[src/rtl/assert_macros.svh]
// assertion helpers included by the rtl top level
// every check is sampled on clk and held off while arst_n is low
`ifndef ASSERT_MACROS_SVH
`define ASSERT_MACROS_SVH

// antecedent holds in a cycle, consequent holds in the same cycle
`define ASSERT_SAME(label, ante, cons, msg) \
	label: assert property (@(posedge clk) disable iff (!arst_n) (ante) |-> (cons)) \
		else $error(msg);

// antecedent holds in a cycle, consequent holds in the next cycle
`define ASSERT_NEXT(label, ante, cons, msg) \
	label: assert property (@(posedge clk) disable iff (!arst_n) (ante) |=> (cons)) \
		else $error(msg);

`endif

[src/rtl/tple_pkg.sv]
// shared types and constants for the timeline pwm led engine
// no dependencies; used by the interfaces, the ram wrapper user and the top level
`timescale 1ns / 1ps

package tple_pkg;

	localparam int TABLE_DEPTH = 128;
	localparam int TBL_AW      = $clog2(TABLE_DEPTH);

	localparam int NUM_LEDS = 8;
	localparam int LED_W    = 3;
	localparam int LVL_W    = 3;
	localparam int CL_W     = 7;
	localparam int POS_W    = 7;
	localparam int ADDR_W   = 7;
	localparam int WORD_W   = 8;
	localparam int KIND_W   = 2;

	// index before reduction: at most cycle_length + 7
	localparam int IDX_W    = 8;
	localparam int IDX_SPAN = 2 ** IDX_W;

	localparam logic [CL_W-1:0] CL_RESET = CL_W'(120);

	// timeline word layout
	localparam int WORD_NOP_BIT   = 7;
	localparam int WORD_FORCE_BIT = 3;
	localparam int WORD_LVL_LSB   = 4;

	typedef enum logic [KIND_W-1:0] {
		KIND_TICK  = 2'd0,
		KIND_SET   = 2'd1,
		KIND_WRITE = 2'd2
	} kind_t;

	typedef logic [TBL_AW-1:0] tbl_addr_t;
	typedef tbl_addr_t mod_lut_t [IDX_SPAN];

	// index reduction modulo the table depth, built at elaboration
	function automatic mod_lut_t build_mod_lut();
		mod_lut_t lut;
		for (int i = 0; i < IDX_SPAN; i++) begin
			lut[i] = tbl_addr_t'(i % TABLE_DEPTH);
		end
		return lut;
	endfunction

	localparam mod_lut_t MOD_LUT = build_mod_lut();

endpackage

[src/rtl/tple_ifs.sv]
// valid/ready channel interfaces: command channel and led latch channel
// depends on tple_pkg for the payload widths
`timescale 1ns / 1ps

interface tple_cmd_if import tple_pkg::*; ();
	logic                   valid;
	logic                   ready;
	logic [KIND_W-1:0]      kind;
	logic [LED_W-1:0]       led_index;
	logic [LVL_W-1:0]       intensity;
	logic [ADDR_W-1:0]      table_address;
	logic [WORD_W-1:0]      table_word;

	modport source (output valid, kind, led_index, intensity, table_address, table_word,
		input ready);
	modport sink (input valid, kind, led_index, intensity, table_address, table_word,
		output ready);
endinterface

interface tple_led_if import tple_pkg::*; ();
	logic             valid;
	logic             ready;
	logic [LED_W-1:0] out_led;
	logic             out_level;

	modport source (output valid, out_led, out_level, input ready);
	modport sink (input valid, out_led, out_level, output ready);
endinterface

[src/rtl/tple_ram.sv]
// generic single-write, single-read ram with registered read data
// no dependencies
`timescale 1ns / 1ps

module tple_ram #(
	parameter int WIDTH = 8,
	parameter int DEPTH = 128
) (
	input  logic                     clk,
	input  logic                     we,
	input  logic [$clog2(DEPTH)-1:0] waddr,
	input  logic [WIDTH-1:0]         wdata,
	input  logic                     re,
	input  logic [$clog2(DEPTH)-1:0] raddr,
	output logic [WIDTH-1:0]         rdata
);

	logic [WIDTH-1:0] mem_q [DEPTH];
	logic [WIDTH-1:0] rdata_q;

	always_ff @(posedge clk) begin
		if (we) begin
			mem_q[waddr] <= wdata;
		end
		if (re) begin
			rdata_q <= mem_q[raddr];
		end
	end

	assign rdata = rdata_q;

endmodule

[src/rtl/timeline_pwm_led_engine.sv]
// top level of the eight-channel timeline pwm led engine
// depends on tple_pkg, tple_ifs (channel interfaces), tple_ram and assert_macros.svh
`timescale 1ns / 1ps

// One command transaction is taken per clock while cmd.ready is high; ready drops during a
// mirror reload and while a latch waits on the led channel. Intensity sets and table writes
// finish at the edge that takes them; a tick reads the timeline ram at that edge (registered
// read), decides its action in the following cycle and, if it drives a latch, presents
// out_led/out_level on the led channel from an output register. Ticks may follow each other
// every cycle while the led channel keeps up; the one-port timeline ram read sets that figure.
// The eight sync positions are mirrored in flip-flops: table writes update the mirror
// directly, and each cycle_length write starts a reload of the mirror from the ram, during
// which no command transaction is taken.
module timeline_pwm_led_engine import tple_pkg::*; (
	input  logic             clk,
	input  logic             arst_n,
	input  logic             cfg_we,
	input  logic [CL_W-1:0]  cfg_wdata,
	tple_cmd_if.sink         cmd,
	tple_led_if.source       led
);

	`include "assert_macros.svh"

	logic [CL_W-1:0]                       cl_q;
	logic [POS_W-1:0]                      pos_q;
	logic [NUM_LEDS-1:0][LVL_W-1:0]        brightness_q;
	logic [NUM_LEDS-1:0][LVL_W-1:0]        pending_level_q;
	logic [NUM_LEDS-1:0]                   pending_flag_q;
	logic [NUM_LEDS-1:0][WORD_W-1:0]       sync_q;

	logic                                  refill_active_q;
	logic [LED_W-1:0]                      refill_idx_q;
	logic                                  cap_valid_q;
	logic [LED_W-1:0]                      cap_idx_q;

	logic                                  valid_s1;
	logic                                  out_valid_q;
	logic [LED_W-1:0]                      out_led_q;
	logic                                  out_level_q;

	logic                                  cmd_acc;
	logic                                  tick_acc;
	logic                                  set_acc;
	logic                                  wr_acc;
	logic [NUM_LEDS-1:0]                   sync_hit;
	logic [NUM_LEDS-1:0]                   wr_sync_hit;
	tbl_addr_t                             wr_addr;
	tbl_addr_t                             rd_addr;
	logic                                  rd_en;
	logic [WORD_W-1:0]                     rd_word;
	logic [POS_W-1:0]                      pos_inc;

	logic [LED_W-1:0]                      act_led;
	logic [LVL_W-1:0]                      act_lvl;
	logic [LVL_W-1:0]                      act_bright;
	logic                                  act_force;
	logic                                  hit_s1;
	logic                                  level_s1;
	logic                                  out_free;
	logic                                  s1_free;

	// ---------------------------------------------------------------- handshake
	assign out_free = !out_valid_q || led.ready;
	assign s1_free  = !valid_s1 || !hit_s1 || out_free;

	assign cmd.ready = !refill_active_q && !cap_valid_q && s1_free;
	assign cmd_acc   = cmd.valid && cmd.ready;
	assign tick_acc  = cmd_acc && (cmd.kind == KIND_TICK);
	assign set_acc   = cmd_acc && (cmd.kind == KIND_SET);
	assign wr_acc    = cmd_acc && (cmd.kind == KIND_WRITE);

	// ---------------------------------------------------------------- timeline ram
	assign wr_addr = MOD_LUT[IDX_W'(cmd.table_address)];
	assign rd_en   = tick_acc || refill_active_q;

	always_comb begin
		if (refill_active_q) begin
			rd_addr = MOD_LUT[IDX_W'(cl_q) + IDX_W'(refill_idx_q)];
		end else begin
			rd_addr = MOD_LUT[IDX_W'(pos_q)];
		end
	end

	tple_ram #(
		.WIDTH (WORD_W),
		.DEPTH (TABLE_DEPTH)
	) u_timeline (
		.clk   (clk),
		.we    (wr_acc),
		.waddr (wr_addr),
		.wdata (cmd.table_word),
		.re    (rd_en),
		.raddr (rd_addr),
		.rdata (rd_word)
	);

	// ---------------------------------------------------------------- sync matching
	always_comb begin
		for (int n = 0; n < NUM_LEDS; n++) begin
			sync_hit[n]    = pending_flag_q[n] && (sync_q[n] == WORD_W'(pos_q));
			wr_sync_hit[n] = (MOD_LUT[IDX_W'(cl_q) + IDX_W'(n)] == wr_addr);
		end
	end

	assign pos_inc = pos_q + POS_W'(1);

	always_ff @(posedge clk or negedge arst_n) begin
		if (!arst_n) begin
			cl_q           <= CL_RESET;
			pos_q          <= '0;
			brightness_q   <= '0;
			pending_flag_q <= '0;
		end else begin
			if (cfg_we) begin
				cl_q <= cfg_wdata;
			end
			if (tick_acc) begin
				pos_q <= (pos_inc == POS_W'(cl_q)) ? '0 : pos_inc;
				for (int n = 0; n < NUM_LEDS; n++) begin
					if (sync_hit[n]) begin
						brightness_q[n]   <= pending_level_q[n];
						pending_flag_q[n] <= 1'b0;
					end
				end
			end
			if (set_acc) begin
				pending_flag_q[cmd.led_index] <= 1'b1;
			end
		end
	end

	always_ff @(posedge clk) begin
		if (set_acc) begin
			pending_level_q[cmd.led_index] <= cmd.intensity;
		end
		// write-through keeps the sync mirror in step with the ram
		if (wr_acc) begin
			for (int n = 0; n < NUM_LEDS; n++) begin
				if (wr_sync_hit[n]) begin
					sync_q[n] <= cmd.table_word;
				end
			end
		end
		if (cap_valid_q) begin
			sync_q[cap_idx_q] <= rd_word;
		end
	end

	// ---------------------------------------------------------------- sync mirror reload
	always_ff @(posedge clk or negedge arst_n) begin
		if (!arst_n) begin
			refill_active_q <= 1'b0;
			refill_idx_q    <= '0;
			cap_valid_q     <= 1'b0;
			cap_idx_q       <= '0;
		end else begin
			if (cfg_we) begin
				refill_active_q <= 1'b1;
				refill_idx_q    <= '0;
				cap_valid_q     <= 1'b0;
			end else begin
				cap_valid_q <= refill_active_q;
				cap_idx_q   <= refill_idx_q;
				if (refill_active_q) begin
					refill_idx_q <= refill_idx_q + LED_W'(1);
					if (refill_idx_q == LED_W'(NUM_LEDS - 1)) begin
						refill_active_q <= 1'b0;
					end
				end
			end
		end
	end

	// ---------------------------------------------------------------- action stage
	assign act_led    = rd_word[LED_W-1:0];
	assign act_lvl    = rd_word[WORD_LVL_LSB +: LVL_W];
	assign act_force  = rd_word[WORD_FORCE_BIT];
	assign act_bright = brightness_q[act_led];

	assign hit_s1   = valid_s1 && !rd_word[WORD_NOP_BIT] &&
		(act_force || (act_lvl == act_bright));
	assign level_s1 = act_force && (act_bright != '0);

	always_ff @(posedge clk or negedge arst_n) begin
		if (!arst_n) begin
			valid_s1    <= 1'b0;
			out_valid_q <= 1'b0;
		end else begin
			if (s1_free) begin
				valid_s1 <= tick_acc;
			end
			if (hit_s1 && out_free) begin
				out_valid_q <= 1'b1;
			end else if (led.ready) begin
				out_valid_q <= 1'b0;
			end
		end
	end

	always_ff @(posedge clk) begin
		if (hit_s1 && out_free) begin
			out_led_q   <= act_led;
			out_level_q <= level_s1;
		end
	end

	assign led.valid     = out_valid_q;
	assign led.out_led   = out_led_q;
	assign led.out_level = out_level_q;

	// ---------------------------------------------------------------- checks
	`ASSERT_NEXT(a_out_needs_tick, !valid_s1 && !out_valid_q, !out_valid_q,
		"led transaction appeared without a tick in flight")
	`ASSERT_NEXT(a_flag_set_by_cmd, !set_acc,
		(pending_flag_q & ~$past(pending_flag_q)) == '0,
		"pending flag raised without an intensity command")
	`ASSERT_NEXT(a_bright_on_tick, !tick_acc, $stable(brightness_q),
		"brightness changed outside a tick")
	`ASSERT_SAME(a_refill_quiet, refill_active_q || cap_valid_q, !cmd_acc && !valid_s1,
		"command traffic during sync mirror reload")

endmodule
[src/flat_wrapper.sv]
// flat-port wrapper written by rule: the top's interface ports become plain ports
module timeline_pwm_led_engine_flat import tple_pkg::*;
  (clk, arst_n, cfg_we, cfg_wdata, cmd_valid, cmd_kind, cmd_led_index, cmd_intensity, cmd_table_address, cmd_table_word, cmd_ready, led_valid, led_out_led, led_out_level, led_ready);
  tple_cmd_if cmd_i ();
  tple_led_if led_i ();
  input  logic clk;
  input  logic arst_n;
  input  logic cfg_we;
  input  logic [CL_W-1:0] cfg_wdata;
  input wire logic [$bits(cmd_i.valid)-1:0] cmd_valid;
  input wire logic [$bits(cmd_i.kind)-1:0] cmd_kind;
  input wire logic [$bits(cmd_i.led_index)-1:0] cmd_led_index;
  input wire logic [$bits(cmd_i.intensity)-1:0] cmd_intensity;
  input wire logic [$bits(cmd_i.table_address)-1:0] cmd_table_address;
  input wire logic [$bits(cmd_i.table_word)-1:0] cmd_table_word;
  output wire logic [$bits(cmd_i.ready)-1:0] cmd_ready;
  output wire logic [$bits(led_i.valid)-1:0] led_valid;
  output wire logic [$bits(led_i.out_led)-1:0] led_out_led;
  output wire logic [$bits(led_i.out_level)-1:0] led_out_level;
  input wire logic [$bits(led_i.ready)-1:0] led_ready;
  assign cmd_i.valid = cmd_valid;
  assign cmd_i.kind = cmd_kind;
  assign cmd_i.led_index = cmd_led_index;
  assign cmd_i.intensity = cmd_intensity;
  assign cmd_i.table_address = cmd_table_address;
  assign cmd_i.table_word = cmd_table_word;
  assign cmd_ready = cmd_i.ready;
  assign led_valid = led_i.valid;
  assign led_out_led = led_i.out_led;
  assign led_out_level = led_i.out_level;
  assign led_i.ready = led_ready;
  timeline_pwm_led_engine u_core (.clk(clk), .arst_n(arst_n), .cfg_we(cfg_we), .cfg_wdata(cfg_wdata), .cmd(cmd_i), .led(led_i));
endmodule
[config.mk]
export PLATFORM = sky130hd
export DESIGN_NAME = timeline_pwm_led_engine_flat
export DESIGN_NICKNAME = d
export VERILOG_FILES = /design/src/rtl/tple_pkg.sv /design/src/rtl/tple_ifs.sv /design/src/rtl/tple_ram.sv /design/src/rtl/timeline_pwm_led_engine.sv /design/src/flat_wrapper.sv
export VERILOG_INCLUDE_DIRS = /design/src /design/src/rtl
export SDC_FILE = /design/constraint.sdc
export NUM_CORES = 1
export LEC_CHECK = 0
export BUFFER_PORTS_ARGS = -buffer_cell sky130_fd_sc_hd__buf_2
export CAP_MARGIN = 20
export CELL_PAD_IN_SITES_DETAIL_PLACEMENT = 1
export CELL_PAD_IN_SITES_GLOBAL_PLACEMENT = 2
export CORE_ASPECT_RATIO = 0.7
export CORE_MARGIN = 10
export CORE_UTILIZATION = 50
export DETAILED_ROUTE_END_ITERATION = 12
export PLACE_DENSITY_LB_ADDON = 0.1
export SLEW_MARGIN = 20
export SYNTH_ARGS = -nofsm -noshare
export SYNTH_HDL_FRONTEND = slang
export SYNTH_SLANG_ARGS = --single-unit
[constraint.sdc]
create_clock -name clk -period 8.24 [get_ports clk]
set_clock_uncertainty 0.15 [all_clocks]
set_input_delay 1.236 -clock clk [delete_from_list [all_inputs] [get_ports clk]]
set_output_delay 1.236 -clock clk [all_outputs]
set_load 0.05 [all_outputs]
==> impl_metrics.tcl, run 1 <==
set metrics [dict create \
    hold_start "u_core.pending_level_q[13]$_DFFE_PP_" \
    synth_area_sq_mm 0.0492 \
    grt-busiest-layer "met1" \
    required_ps 8610 \
    post-route-min-period_ps 5030 \
    fmaxAchievable_mhz 199 \
    setup_tns_ps 0 \
    drtIter0Drc 3771 \
    grt_max_degree 185 \
    dpl_worst_slack_ps 3350 \
    syn2layout_area_growth_pct 11.8 \
    drive_gt1_share_pct 15.2 \
    power.total_mw 14.8 \
    min_to "u_core.brightness_q[13]$_DFFE_PN0P_" \
    first_global_vias 31600 \
    place.gp.congestion 0.868 \
    path_cells "ha_1 -> fa_1 -> xor2_1 -> o31ai_4 -> buf_4 -> buf_4 -> a32oi_1 -> o21ai_1 -> o311ai_1 -> nor2_1 -> nor4_1" \
    port_buffers 40 \
    htree_levels 3 \
    worstSkewPairLatency_ps 730 \
    timing.final.crit_share_pct 61.0 \
    grt_overflow 0 \
    via_per_inst 6.38 \
    ys_warn_count 0 \
    crit_slowest_cell "o311ai_1" \
    numCtsBuffers 109 \
    drv_cap 0 \
    ys_async_sr_fraction_pct 4.75 \
    reg2reg_to "u_core.u_timeline.rdata[5]$_DFFE_PP_" \
    cts_sinks 1180 \
    postCtsSetupBuffers 0 \
    nets 3543 \
    slew_headroom_pct 23.4 \
    dp_hpwl_um 96800 \
    crit_path_end_kind "flop" \
    path_max_fanout 46 \
    drv_slew 0 \
    ir_drop_mv 0.231 \
    critPathMaxStageDelay_ps 890 \
    syn_inst 3446 \
    ctsResizeCount 0 \
    synthMuxAreaShare_pct 8.61 \
    path_class "reg -> reg" \
    synth-compound-area-share_pct 4.76 \
    antenna_found_initial 5 \
    die_w_um 395 \
    grt_pass1_wl_um 227000 \
    finalHoldViolations 0 \
    syn_area_per_cell_sq_um 14.3 \
    final_cell_mix "edfxtp_1, nand2_1, nand3_1" \
    synthesis.nets 3497 \
    cts_tree "done" \
    cts_hold_buf 0 \
    synth_cell_types 79 \
    dr.pass1.iters 5 \
    p_per_area_mw_per_mm2 269 \
    finalSetupViolations 0 \
    synth_edf_count 1060 \
    worstMarginPinSlew_ps 1140 \
    die_height_um 282 \
    synth_top_family_by_area "simple AND/OR/NAND/NOR gates" \
    coreArea_sq_mm 0.0978 \
    rr_startpoint "u_core.cl_q[0]$_DFFE_PN0P_" \
    rsz0062_at_grt "false" \
    grtUsageMet1_pct 41.3 \
    worst_setup_path_start_kind "flop" \
    ant_nets 0 \
    initial_utilization_pct 50.3 \
    critPathMostFrequentCell "buf_4" \
    num_vias 31300 \
    dieArea_sq_mm 0.111 \
    synth_xor_area_share_pct 1.65 \
    ys.flop_type "edfxtp_1" \
    synth-adder-area-share_pct 0.422 \
    worst_slack_ps 3210 \
    clockRootBuffer "clkbuf_16" \
    clk_pin_slew_ps 70 \
    grt_util_met3_pct 8.87 \
    dp_cells 4695 \
    fillers 9281 \
    whs_ps 301 \
    stdcell_count 4910 \
    cp.arrival_ps 5390 \
    drt-total-wl_um 157000 \
    grt_usage_pct 27.9 \
    ys_seq_area_share_pct 70.2 \
    hold_class "reg -> reg" \
    diodes 0 \
    yosys.area_share.simple_pct 11.9 \
    final_common_cell "edfxtp_1" \
    gr-usage-met2_pct 39.9 \
    wl_per_cell_um 32.1 \
    power.leakage_nw 18.4 \
    run_status "finished clean" \
    min_path_cells 1 \
    io_pins 41 \
    row_count 96 \
    drcViolationCount 0 \
    reg2reg_depth 11 \
    clk_path_buf_depth 3 \
    synth_seq_cells 1180 \
    rrSetupSlack_ps 3210 \
]
[cell usage after synthesis, types with 18 or more instances]
library cell	n	share of area, %
nor3_1	150	1.5
nand3_1	213	2.2
nand4_1	80	1.0
a31oi_1	28	0.36
a32oi_1	82	1.5
buf_1	24	0.18
nor2_1	120	0.92
mux4_2	95	4.4
mux2_1	23	0.53
dfxtp_1	64	2.6
mux2i_1	171	3.5
buf_4	23	0.35
o21ai_0	33	0.34
xor2_1	18	0.32
nand2_1	615	4.7
clkbuf_1	92	0.70
buf_2	85	0.87
a21oi_1	91	0.93
dfrtp_1	52	2.6
xnor2_1	71	1.3
edfxtp_1	1060	65
[critical path: cells and delay by family (launching register included)]
kind | cells | cell delay, ps
adders and majority gates | 2 | 790
buffers and inverters | 2 | 690
xor gates and xnor gates | 1 | 680
DFF | 1 | 550
AOI/OAI and AO/OA | 4 | 1410
and+or+nand+nor | 2 | 530
[sequential cells by signal, summed over array words and instances (netlist names), 3 cells and up]
name                     cells
u_core.u_timeline.mem_q   1024
u_core.sync_q               64
u_core.brightness_q         24
u_core.pending_level_q      24
u_core.pending_flag_q        8
u_core.u_timeline.rdata      8
u_core.cl_q                  7
u_core.pos_q                 7
u_core.cap_idx_q             3
u_core.led.out_led           3
u_core.refill_idx_q          3
[cells by family after synthesis]
kind of cell,after synthesis
muxes,300
and+or+nand+nor,1285
buffers and inverters,243
AOI/OAI and AO/OA,331
adders and majority gates,16
xor gates and xnor gates,91
DFF,1180
[per-layer routing]
| metal | vias to the layer above | routed length, um |
|---|---|---|
| met3 | 234 | 17200 |
| met5 | - | 82 |
| met4 | 6 | 3550 |
| li1 | 13200 | - |
| met1 | 16400 | 69900 |
| met2 | 1525 | 66700 |
[how the worst max path moves through the flow]
stage	startpoint	endpoint	slack, ps	cells past startpoint
6_report	u_core.cl_q[0]$_DFFE_PN0P_	u_core.u_timeline.rdata[5]$_DFFE_PP_	3210	11
5_1_grt	u_core.cl_q[0]$_DFFE_PN0P_	u_core.u_timeline.rdata[5]$_DFFE_PP_	3030	11
4_1_cts	u_core.cl_q[0]$_DFFE_PN0P_	u_core.u_timeline.rdata[0]$_DFFE_PP_	3340	10
3_5_place_dp	u_core.cl_q[0]$_DFFE_PN0P_	u_core.u_timeline.rdata[5]$_DFFE_PP_	3350	11
3_3_place_gp	u_core.u_timeline.rdata[0]$_DFFE_PP_	u_core.u_timeline.mem_q[15][3]$_DFFE_PP_	3380	9
2_1_floorplan	u_core.u_timeline.rdata[0]$_DFFE_PP_	cmd_ready	4270	7
[report_power, final]
group          internal, mW  switching (mW)
Combinational         0.848            1.85
Sequential             6.69           0.197
Clock                  2.92            2.29
[cell type report]
type	instances	area, sq um	share of cell area [%]
sequential	1180	34500	62.8
clock inverter	67	707	1.29
inverter	9	33.8	0.0615
timing repair buffer	169	1220	2.23
clock buffer	139	2940	5.36
tap	1323	1660	3.01
multi-input combinational	2023	13900	25.3
[metrics by stage]
step                area (sq um)  util, %
finish                     55000     56.2
CTS                        54700     55.9
detailed placement         51100     52.2
global placement           51000     52.2
global route               55000     56.2
floorplan                  49200        -
(Power assumes the default switching activity.)
==> run 2, diff against run 1 <==
ABC_AREA = 1   (was default)
CORE_UTILIZATION = 44   (was 50)
clock period = 5 ns   (was 8.24 ns; I/O delays follow)
==> impl_metrics.tcl, run 2 <==
set metrics [dict create \
    cts_hold_buf 0 \
    dpl_cell_area_sq_mm 0.0528 \
    ys_seq_area_share_pct 69.5 \
    dp_hpwl_um 103000 \
    fillers 11700 \
    ir_drop_mv 0.527 \
    synth_cell_types 54 \
    synth_area_sq_mm 0.0497 \
    p_per_area_mw_per_mm2 583 \
    regMostFlops "u_core.u_timeline.mem_q" \
    drcViolationCount 0 \
    ant_nets 0 \
    dp_cells 5756 \
    clk_pin_slew_ps 70 \
    place.gp.congestion 0.821 \
    rsz0062_at_grt "false" \
    synth_common_cells "edfxtp_1, nor2_1, o21ai_0" \
    initial_utilization_pct 44.2 \
    syn2layout_area_growth_pct 14.1 \
    syn_area_per_cell_sq_um 11.7 \
    synth_xor_area_share_pct 1.18 \
    grt_max_degree 126 \
    worstSkewPairLatency_ps 740 \
    worstMarginPinSlew_ps 1170 \
    wl_per_cell_um 27.9 \
    cp.arrival_ps 4840 \
    final_cell_mix "edfxtp_1, nor2_1, o21ai_0" \
    power.total_mw 33.1 \
    finalSetupViolations 0 \
    whs_ps 43.5 \
    synth-compound-area-share_pct 11.7 \
    power.leakage_nw 19.6 \
    final_area_sq_mm 0.0567 \
    synthesis.nets 4288 \
    drv_slew 0 \
    timing.final.crit_share_pct 87.5 \
    path_max_fanout 84 \
    setup_tns_ps 0 \
    synth_top_cell_area_share_pct 64.1 \
    rr_startpoint "u_core.cl_q[0]$_DFFE_PN0P_" \
    yosys.area_share.simple_pct 13.2 \
    top_regs "u_core.u_timeline.mem_q: 1024 flops, u_core.sync_q: 64 flops" \
    final_common_cell "edfxtp_1" \
    htree_levels 3 \
    fmaxAchievable_mhz 228 \
    clk_path_buf_depth 3 \
    crit_path_end_kind "flop" \
    cts_sinks 1180 \
    path_class "reg -> reg" \
    ys_async_sr_fraction_pct 4.75 \
    cts_tree "done" \
    dr.pass1.iters 5 \
    numCtsBuffers 116 \
    required_ps 5460 \
    coreArea_sq_mm 0.112 \
    nets 4403 \
    die_height_um 301 \
    stdcell_count 5974 \
    rrSetupSlack_ps 620 \
    postCtsSetupBuffers 0 \
    reg2reg_to "u_core.u_timeline.rdata[2]$_DFFE_PP_" \
    io_pins 41 \
    clockRootBuffer "clkbuf_16" \
    dieArea_sq_mm 0.127 \
    num_vias 35500 \
    ys.flop_type "edfxtp_1" \
    row_count 103 \
    post-route-min-period_ps 4380 \
    hold_class "in -> async" \
    ys_warn_count 0 \
    synth.most_common_cell "edfxtp_1" \
    synth-adder-area-share_pct 0.418 \
    via_per_inst 5.94 \
    synth_seq_cells 1180 \
    drt-total-wl_um 167000 \
    drv_cap 0 \
    grt_usage_pct 25.6 \
    run_status "finished clean" \
    worst_setup_path_start_kind "flop" \
    drive_gt1_share_pct 11.5 \
    first_global_vias 35300 \
    synth_top_family_by_area "simple AND/OR/NAND/NOR gates" \
    reg2reg_depth 13 \
    syn_inst 4237 \
    grt_pass1_wl_um 245000 \
    yosys-top-cells-area "edfxtp_1, o21ai_0, nor2_1, o221ai_1, nand3_1" \
    synth_edf_count 1060 \
    die_w_um 422 \
    drtIter0Drc 4098 \
    antenna_found_initial 5 \
    largest_reg_flops 1024 \
    slew_headroom_pct 22.3 \
    finalHoldViolations 0 \
    port_buffers 40 \
    grt_overflow 0 \
    synth_top_cell_by_area "edfxtp_1" \
    synthMuxAreaShare_pct 0.181 \
    ctsResizeCount 0 \
]
==> run 2: worst max path at each step <==
stage	from	end	slack (ps)	cells after the start
after detailed placement	u_core.refill_active_q$_DFF_PN0_	u_core.u_timeline.rdata[1]$_DFFE_PP_	550	13
after floorplan	u_core.u_timeline.rdata[0]$_DFFE_PP_	u_core.u_timeline.mem_q[105][0]$_DFFE_PP_	2140	18
after global routing	u_core.refill_active_q$_DFF_PN0_	u_core.u_timeline.rdata[1]$_DFFE_PP_	390	13
final	u_core.cl_q[0]$_DFFE_PN0P_	u_core.u_timeline.rdata[2]$_DFFE_PP_	620	13
after CTS	u_core.refill_active_q$_DFF_PN0_	u_core.u_timeline.rdata[1]$_DFFE_PP_	520	13
after global placement	u_core.refill_active_q$_DFF_PN0_	u_core.u_timeline.rdata[1]$_DFFE_PP_	610	13
==> run 2: where the power goes <==
group          leakage (nW)  switching [mW]  internal [mW]  total (mW)
sequential             10.8           0.349           11.1        11.5
clock                  1.93            3.95           5.30        9.25
combinational          6.84            8.88           3.49        12.4
==> run 2: worst max-delay path, cell delays in order (launching register included) <==
cell	delay, ps
dfrtp_1	580
ha_1	270
fa_1	440
nand2_1	150
o21ai_4	190
inv_8	310
buf_12	360
o21ai_0	230
o221ai_1	400
nand3_1	130
nand3_1	310
nand3_1	340
nand2_1	130
mux2_2	140
==> run 2: logic make-up after synthesis <==
group                      Yosys count
muxes                                8
and+or+nand+nor                   1539
AOI/OAI and AO/OA                  952
xor gates and xnor gates            65
adders and majority gates           16
DFF                               1180
buffers and inverters              477
==> run 2: metal layers <==
metal / GRT usage [%] / wire length, um / vias up
met5: 0 / 35 / -
met4: 5.77 / 3390 / 6
met3: 4.43 / 11600 / 209
met2: 36.9 / 70700 / 1211
met1: 40.0 / 80900 / 18400
li1: - / - / 15700
==> run 2: area by class of cell <==
class                   instances  area, sq um  share of cell area (%)
inverters                     201          774                    1.37
flip-flops and latches       1180        34500                    60.9
clock inverters                69          798                    1.41
repair buffers                273         2270                    4.00
multi-input cells            2580        13300                    23.4
diodes                          1         2.50                 0.00441
clock buffers                 148         3170                    5.58
well taps                    1522         1900                    3.36
==> run 2: stage by stage <==
| step | setup WS [ps] | util [%] |
|---|---|---|
| 4_1_cts | 516 | 50.5 |
| 5_1_grt | 387 | 50.5 |
| 3_5_place_dp | 548 | 46.9 |
| 3_3_place_gp | 612 | 46.9 |
| 2_1_floorplan | 2140 | - |
| 6_report | 623 | 50.5 |
